### config.mk
export PLATFORM = sky130hd
export DESIGN_NAME = mpr_med
export DESIGN_NICKNAME = d
export VERILOG_FILES = /design/src/design/mpr_pkg.sv /design/src/design/mpr_med.sv
export SDC_FILE = /design/constraint.sdc
export NUM_CORES = 1
export LEC_CHECK = 0
export ABC_AREA = 1
export BUFFER_PORTS_ARGS = -buffer_cell sky130_fd_sc_hd__buf_2
export CORE_UTILIZATION = 45
export DETAILED_ROUTE_END_ITERATION = 12
export PLACE_DENSITY_LB_ADDON = 0.08
export SLEW_MARGIN = 20
export SYNTH_ARGS = -nofsm -noshare
export SYNTH_HDL_FRONTEND = slang
export SYNTH_SLANG_ARGS = --single-unit
export TNS_END_PERCENT = 5
### constraint.sdc
create_clock -name clk_i -period 7.1 [get_ports clk_i]
set_input_delay 1.42 -clock clk_i [delete_from_list [all_inputs] [get_ports clk_i]]
set_output_delay 1.42 -clock clk_i [all_outputs]
set_load 0.02 [all_outputs]
### src/design/mpr_pkg.sv
// Shared types and constants for the MED prediction residual block.
package mpr_pkg;

  localparam int unsigned MaxLineDef = 4096;
  localparam int unsigned PixW       = 8;
  localparam int unsigned ResW       = 9;
  localparam int unsigned LenW       = 13;
  localparam int unsigned StartW     = 12;
  localparam int unsigned CfgIdxW    = 2;
  localparam int unsigned CfgDataW   = 13;

  localparam logic [LenW-1:0]   LineLengthRst = 13'd720;
  localparam logic [StartW-1:0] UStartRst     = 12'd480;
  localparam logic [StartW-1:0] VStartRst     = 12'd600;

  typedef enum logic [CfgIdxW-1:0] {
    REG_LINE_LENGTH = 2'd0,
    REG_U_START     = 2'd1,
    REG_V_START     = 2'd2
  } cfg_reg_e;

  typedef enum logic [1:0] {
    PLANE_Y = 2'd0,
    PLANE_U = 2'd1,
    PLANE_V = 2'd2
  } plane_e;

  typedef struct packed {
    logic [PixW-1:0] pixel;
    logic [PixW-1:0] prev_pixel;
    logic            first_line;
    logic            plane_start;
    plane_e          plane;
    logic            line_end;
  } scan_ctx_t;

endpackage

### src/design/mpr_med.sv
// MED prediction, residual and output register.
module mpr_med (
  input  logic                     clk_i,
  input  logic                     rst_ni,
  input  logic                     ctx_valid_i,
  input  mpr_pkg::scan_ctx_t       ctx_i,
  input  logic [mpr_pkg::PixW-1:0] upper_i,
  output logic                     ctx_ready_o,
  output logic                     out_valid_o,
  input  logic                     out_ready_i,
  output logic [mpr_pkg::ResW-1:0] residual_o,
  output logic [1:0]               plane_o,
  output logic                     line_end_o
);

  logic [mpr_pkg::PixW-1:0] prev_upper_q;
  logic [mpr_pkg::PixW-1:0] a, b, c, lo, hi, pred;
  logic [mpr_pkg::PixW+1:0] grad;
  logic [mpr_pkg::ResW-1:0] res_d, res_q;
  logic                     out_valid_q, line_end_q, xfer;
  mpr_pkg::plane_e          plane_q;

  assign ctx_ready_o = !out_valid_q || out_ready_i;
  assign xfer        = ctx_valid_i && ctx_ready_o;

  always_comb begin
    a    = ctx_i.first_line ? '0 : upper_i;
    b    = ctx_i.plane_start ? '0 : ctx_i.prev_pixel;
    c    = (ctx_i.first_line || ctx_i.plane_start) ? '0 : prev_upper_q;
    lo   = (a < b) ? a : b;
    hi   = (a < b) ? b : a;
    grad = {2'b00, a} + {2'b00, b} - {2'b00, c};
    if (c >= hi) begin
      pred = lo;
    end else if (c <= lo) begin
      pred = hi;
    end else begin
      pred = grad[mpr_pkg::PixW-1:0];
    end
    res_d = {1'b0, ctx_i.pixel} - {1'b0, pred};
  end

  always_ff @(posedge clk_i or negedge rst_ni) begin
    if (!rst_ni) begin
      out_valid_q  <= 1'b0;
      prev_upper_q <= '0;
    end else begin
      if (xfer) begin
        out_valid_q  <= 1'b1;
        prev_upper_q <= upper_i;
      end else if (out_ready_i) begin
        out_valid_q  <= 1'b0;
      end
    end
  end

  always_ff @(posedge clk_i) begin
    if (xfer) begin
      res_q      <= res_d;
      plane_q    <= ctx_i.plane;
      line_end_q <= ctx_i.line_end;
    end
  end

  assign out_valid_o = out_valid_q;
  assign residual_o  = res_q;
  assign plane_o     = plane_q;
  assign line_end_o  = line_end_q;

  a_fill: assert property (@(posedge clk_i) disable iff (!rst_ni)
    xfer |=> out_valid_q)
    else $error("result lost after context transfer");

  a_first_zero: assert property (@(posedge clk_i) disable iff (!rst_ni)
    xfer && ctx_i.first_line && ctx_i.plane_start |=> res_q == {1'b0, $past(ctx_i.pixel)})
    else $error("first-line plane start residual is not the pixel");

endmodule

; ---- Word level (Yosys, flattened, before mapping)
; Cells that the tools add are included.
[op_classes]
n_mux = 9
n_eq_ne = 0
reduce_logical = 5
n_div = 0
n_shift = 0
multipliers = 0
addsub = 3
magnitude_cmp = 3
bitwise = 0
[ops]
columns = op, n
row1 = $mux W8, 7
row2 = $sub A8 B8 Y9, 1
row3 = $add A8 B8 Y8, 1
row4 = $ge A8 B8 Y1, 1
row5 = $le A8 B8 Y1, 1
row6 = $lt A8 B8 Y1, 1
row7 = $sub A8 B8 Y8, 1
row8 = $logic_or A1 B1 Y1, 2
row9 = $mux W1, 2
row10 = $reduce_bool A2 Y1, 1
row11 = $logic_and A1 B1 Y1, 1
row12 = $logic_not A1 Y1, 1
[totals]
ram_bits = 0
in_bits = 33
memories = 0
out_inout_bits = 14
romBits = 0
reg_bits = 21
latch_bits = 0
wordCells = 25

; ---- Logic depth before layout (Yosys ltp)
[logic_depth]
word_depth = 7
mapped_depth = 32
depth_no_buf = 30

; ---- Worst setup path before layout
; OpenSTA, ideal clock, no wires.
[synth_timing]
path_type = input -> register
startpoint = input ctx_i[4] (netlist bit)
endpoint = register res_q, in the netlist residual_o[6] (data pin)
required_ps = 6835
cell_stages = 26
arrival_ps = 5062
setup_ps = 265
path_slack_ps = 1773
n_path_buf = 3
path_cell_list = buf_6 nor2_1 ha_1 a21oi_1 nor2_1 a211oi_4 nand2_8 buf_8 nand2_1 nand2_1 ha_1 nand2_1 nor2_1 nand4_1 nand3_1 clkbuf_1 nand2_1 nand2_1 ha_1 inv_1 fa_1 nand3_1 nand2_1 a21oi_1 o21bai_1 xor2_1
[synth_via]
elab_chain_len = 7
word_cells_on_any_way = 13
classes_between = add/sub (3) / order compare (3) / mux (6) / reduce/logical (1)
[synth_lines]
columns = element, line
row1 = "start, declared", mpr_med.sv:6  ; input mpr_pkg::scan_ctx_t ctx_i,
row2 = $mux W8, mpr_med.sv:27  ; a = ctx_i.first_line ? '0 : upper_i;
row3 = $lt A8 B8 Y1, "mpr_med.sv:30, mpr_med.sv:31"
row4 = $mux W8, mpr_med.sv:30  ; lo = (a < b) ? a : b;
row5 = $le A8 B8 Y1, mpr_med.sv:35  ; end else if (c <= lo) begin
row6 = $mux W8, mpr_med.sv:35
row7 = $mux W8 (*), mpr_med.sv:33  ; if (c >= hi) begin
row8 = $sub A8 B8 Y9 (*), mpr_med.sv:40  ; res_d = {1'b0, ctx_i.pixel} - {1'b0, pred};
row9 = named net res_d (one bit), mpr_med.sv:19  ; logic [mpr_pkg::ResW-1:0] res_d, res_q;
row10 = "end signal, assigned", mpr_med.sv:59  ; res_q <= res_d;
row11 = "end, declared", mpr_med.sv:19
; The timed path passes the listed nets; every way through them passes the cells marked *.
; A chain may end at the register's enable or synchronous reset.

; ---- Worst setup path after layout
[layout_timing]
startpoint = input ctx_i[3] (netlist bit)
endpoint = register res_q, in the netlist residual_o[8] (data pin)
[layout_via]
elab_chain_len = 7
word_cells_on_any_way = 13
classes_between = add/sub (3) / order compare (3) / mux (6) / reduce/logical (1)
[layout_lines]
columns = element, line
row1 = $mux W8, mpr_med.sv:28  ; b = ctx_i.plane_start ? '0 : ctx_i.prev_pixel;
row2 = $lt A8 B8 Y1, "mpr_med.sv:30, mpr_med.sv:31"
row3 = $mux W8, mpr_med.sv:30
row4 = $le A8 B8 Y1, mpr_med.sv:35
row5 = $mux W8, mpr_med.sv:35
row6 = $mux W8 (*), mpr_med.sv:33
row7 = $sub A8 B8 Y9 (*), mpr_med.sv:40
row8 = named net res_d (one bit), mpr_med.sv:19
; Marked as above.

==> summary by stage <==
Status
The run finished with clean final reports.

Floorplanning
The horizontal die dimension is 79.3 µm. In this run the count of I/O pins placed on the die edge is 47. The effective utilization at floorplan is 47.6%. The die height is 79.3 µm. The floorplan step defined a die boundary enclosing 6280 µm². The area of the core is 5640 µm². The number of core rows is 27.

Worst setup path
The largest fanout on the critical path is 28. The largest incremental delay on the critical path is 0.45 ns. STA puts the critical path data arrival time at 6.13 ns. The register-to-register setup slack is 3.38 ns. The startpoint of the worst-slack reg-to-reg timing path is prev_upper_q[5]. In this run the number of cells on the critical path is 27.

STA classifies the critical path endpoint as a flop. Counting cells, the worst reg-to-reg path comes to 19. The number of buffers and inverters on the critical path is 4. In this run the critical register-to-register path is captured at residual_o[8]. The start-to-end type of the worst setup path is input pin to flop.

The gate family responsible for the most delay along the worst path is compound AO/OA/AOI/OAI gates. The slowest stage of the critical path belongs to the cell sky130_fd_sc_hd__a211oi_4. STA classifies the critical path startpoint as an input pin. STA puts the critical path data required time at 7.21 ns.

Min path
The path with the worst hold slack has its endpoint at prev_upper_q[6]. The worst hold path begins at prev_upper_q[6]. The worst hold path was traced through 2 stages.

The tightest min-delay check is of the flop to flop type.

Route
The antenna violation net count after detailed routing is 0. The number of remaining DRC errors is 0. The via density per instance is 5.06. The per-cell routed wire length is 13.1 µm. The via count of the routed design is 2493. The routed design has 6.47 mm of wire. For this run, the detailed router's first-pass iteration total came to 5. The number of design-rule violations left by the first detailed-router iteration is 151.

Place
In this run the tool buffered the top-level ports with 46 buffer cells. The global placer's final weighted congestion is 0.866. The placed instances occupy a cell area of 2950 µm².

The detailed-placement wirelength estimate is 5.50 mm.

STA
Setup repair after global routing left no endpoint under its margin. In the final timing run, aggregate negative setup slack is 0 ns. The slew at the pin with the worst max-slew slack is 0.541 ns.

The number of setup violations in the final report is 0. The final clock skew is 0.00812 ns. The maximum frequency from static timing analysis is 166 MHz. The final max-slew violation count was 0. Headroom to the max-slew limit came out at 63.8%. The clock period minus final worst setup slack is 6.01 ns. The period utilization is 84.7%. The final count of hold timing violations is 0.

Yosys
The sequential cell area fraction in the yosys report is 21.8%. The flip-flop and latch count after synthesis is 21. The cell area that synthesis handed to floorplanning was 2690 µm². The number of nets in the synthesized netlist is 456. The post-synthesis instance total is 377. Each instance of the synthesized netlist takes up on average 7.13 µm². During synthesis, Yosys emitted a total of 0 warnings. The distinct cell type count of the synthesized netlist is 31.

Clock network
The number of buffers between clock root and the deepest sink is 2. The CTS sink count is 21. The number of clock buffers added by TritonCTS is 3. The number of setup buffers added after CTS is 0.

After clock tree synthesis, the clock-pin slew on the worst setup and hold paths is 0.07 ns. In this run the number of H-tree levels came out at 1. For this design, the CTS-stage hold fixing added 0 buffers. The clock latency on the worst-skew pair is 0.27 ns.

The total of cells resized after clock tree synthesis is 0. TritonCTS built the clock tree. The cell sitting at the root of the clock tree is a sky130_fd_sc_hd__clkbuf_8.

Power and ir drop
For this design the static power due to leakage is 0.00171 µW. The cell internal power dissipation is 374 µW. Sequential cells account for 26.5% of the total power. Power comes to 692 µW.

The power density normalized to cell area is 231 nW/µm². In this run, the combinational gates consume 62.0% of the power. Across the VDD grid, the largest voltage drop is 161 µV. The analysis attributes to net switching a power of 319 µW. Net switching is 46.0% of the power. The clock network burns 11.5% of the power.

Final layout
The area growth from synthesis to layout is 11.7%. The final net count is 501. The final-layout fill cell count is 602. The number of inserted diodes is 0.

The top cell types in the final layout, fill and taps aside, are 102 x sky130_fd_sc_hd__nand2_1, 64 x sky130_fd_sc_hd__inv_1, 46 x sky130_fd_sc_hd__buf_2, 39 x sky130_fd_sc_hd__ha_1, 32 x sky130_fd_sc_hd__nand3_1. Leaving out fill and tap cells, the most frequent cell in the layout is sky130_fd_sc_hd__nand2_1. The final non-filler cell area is 3000 µm². The share of final-layout standard cells stronger than drive strength 1 is 15.9%.

GRT
The first-pass GRT wire length is 10.8 mm. The number of global-route vias before repair is 2347. The number of antenna violations at the first check in global routing is 0. Summed over all layers, the global routing overflow is 0. The total global-route track usage is 22.4%. The largest net degree at the start of global routing is 29.

Run
Max-cap violations in this run came to 0.
==> cells in the mapped netlist <==
cell,n,area share [%]
sky130_fd_sc_hd__nand2_1,102,14
sky130_fd_sc_hd__inv_1,64,8.9
sky130_fd_sc_hd__ha_1,39,18
sky130_fd_sc_hd__nand3_1,32,6.0
sky130_fd_sc_hd__nor2_1,25,3.5
sky130_fd_sc_hd__a21oi_1,20,3.7
sky130_fd_sc_hd__edfxtp_1,12,13
sky130_fd_sc_hd__o21ai_0,12,2.2
sky130_fd_sc_hd__dfrtp_1,9,8.4
sky130_fd_sc_hd__xor2_1,8,2.6
sky130_fd_sc_hd__fa_1,7,5.2
sky130_fd_sc_hd__nand2_2,7,1.6
sky130_fd_sc_hd__o211ai_1,6,1.7
sky130_fd_sc_hd__nand4_1,5,1.2
sky130_fd_sc_hd__o21a_1,4,1.1
sky130_fd_sc_hd__or2_2,4,0.93
sky130_fd_sc_hd__o21ai_1,3,0.56
sky130_fd_sc_hd__buf_6,2,0.84
sky130_fd_sc_hd__clkbuf_1,2,0.28
sky130_fd_sc_hd__inv_2,2,0.28
sky130_fd_sc_hd__o21bai_1,2,0.56
sky130_fd_sc_hd__a211oi_1,1,0.28
sky130_fd_sc_hd__a211oi_4,1,0.75
sky130_fd_sc_hd__a21o_1,1,0.28
sky130_fd_sc_hd__buf_4,1,0.28
sky130_fd_sc_hd__buf_8,1,0.56
sky130_fd_sc_hd__nand2_4,1,0.42
sky130_fd_sc_hd__nand2_8,1,0.75
sky130_fd_sc_hd__nor2_8,1,0.75
sky130_fd_sc_hd__nor3_1,1,0.19
sky130_fd_sc_hd__xnor2_1,1,0.33
==> how the worst max path moves through the flow <==
stage	from	endpoint	slack [ns]
after global routing	ctx_i[3]	residual_o[8]	0.60
after CTS	ctx_i[3]	residual_o[8]	1.09
after global placement	ctx_i[4]	residual_o[6]	0.97
after detailed placement	ctx_i[3]	residual_o[8]	0.84
after floorplan	ctx_i[4]	residual_o[6]	1.77
final	ctx_i[3]	residual_o[8]	1.09
==> layer usage <==
metal / global-route usage, % / share of wire [%]
met2: 39.0 / 47
met5: 0 / 0
met1: 29.3 / 47
met3: 3.22 / 4.9
met4: 4.18 / 1.2
==> cell families after synthesis <==
| logic type | after synthesis | synth area share [%] |
|---|---|---|
| XOR/XNOR | 9 | 2.93 |
| buffers and inverters | 72 | 11.2 |
| adder cells (fa/ha/maj) | 46 | 23.4 |
| AND/OR/NAND/NOR | 179 | 29.5 |
| AO/OA/AOI/OAI | 50 | 11.2 |
| flip-flops | 21 | 21.8 |
==> through the flow <==
| step | cells | hold slack (ns) | setup WS, ns | utilization [%] |
|---|---|---|---|---|
| floorplan | 377 | 0.449 | 1.77 | - |
| global placement | 489 | 0.468 | 0.973 | 52.4 |
| detailed placement | 489 | 0.474 | 0.841 | 52.4 |
| CTS | 493 | 0.493 | 1.09 | 53.2 |
| global route | 493 | 0.535 | 0.601 | 53.2 |
| finish | 493 | 0.487 | 1.09 | 53.2 |
==> sequential cells by signal (all words and copies together), names as in the netlist <==
name          flops
plane_o           2
prev_upper_q      8
out_valid_o       1
line_end_o        1
residual_o        9
==> power by group through the flow <==
| stage | Clock [µW] | Combinational [µW] | Sequential (µW) |
|---|---|---|---|
| finish | 79.7 | 429 | 184 |
| global placement | 0 | 425 | 185 |
| CTS | 82.2 | 431 | 184 |
| floorplan | 0 | 298 | 217 |
| global route | 86.8 | 491 | 187 |
| detailed placement | 0 | 427 | 187 |
==> worst register-to-register path, stage by stage, from the launching register on <==
cell and delay, ns:
sky130_fd_sc_hd__dfrtp_1 0.35, sky130_fd_sc_hd__inv_1 0.04, sky130_fd_sc_hd__nor2_1 0.25, sky130_fd_sc_hd__ha_1 0.30, sky130_fd_sc_hd__a21oi_1 0.15, sky130_fd_sc_hd__nor2_1 0.05, sky130_fd_sc_hd__a211oi_1 0.19, sky130_fd_sc_hd__nand3_1 0.39
sky130_fd_sc_hd__inv_1 0.32, sky130_fd_sc_hd__nand3_1 0.12, sky130_fd_sc_hd__nand2_1 0.08, sky130_fd_sc_hd__ha_1 0.13, sky130_fd_sc_hd__inv_1 0.06, sky130_fd_sc_hd__fa_1 0.41, sky130_fd_sc_hd__nand3_1 0.10, sky130_fd_sc_hd__nand2_1 0.08
sky130_fd_sc_hd__a21oi_1 0.14, sky130_fd_sc_hd__o21bai_1 0.10, sky130_fd_sc_hd__a21o_1 0.16, sky130_fd_sc_hd__a21oi_1 0.12
==> layout make-up <==
| class | instances | area [µm²] | share of cell area (%) |
|---|---|---|---|
| Sequential cell | 21 | 586 | 19.5 |
| Tap cell | 72 | 90.1 | 3.00 |
| Clock inverter | 1 | 5.00 | 0.167 |
| Inverter | 66 | 248 | 8.26 |
| Timing Repair Buffer | 46 | 230 | 7.67 |
| Multi-Input combinational cell | 284 | 1800 | 60.0 |
| Clock buffer | 3 | 41.3 | 1.38 |
(Power assumes the default switching activity.)
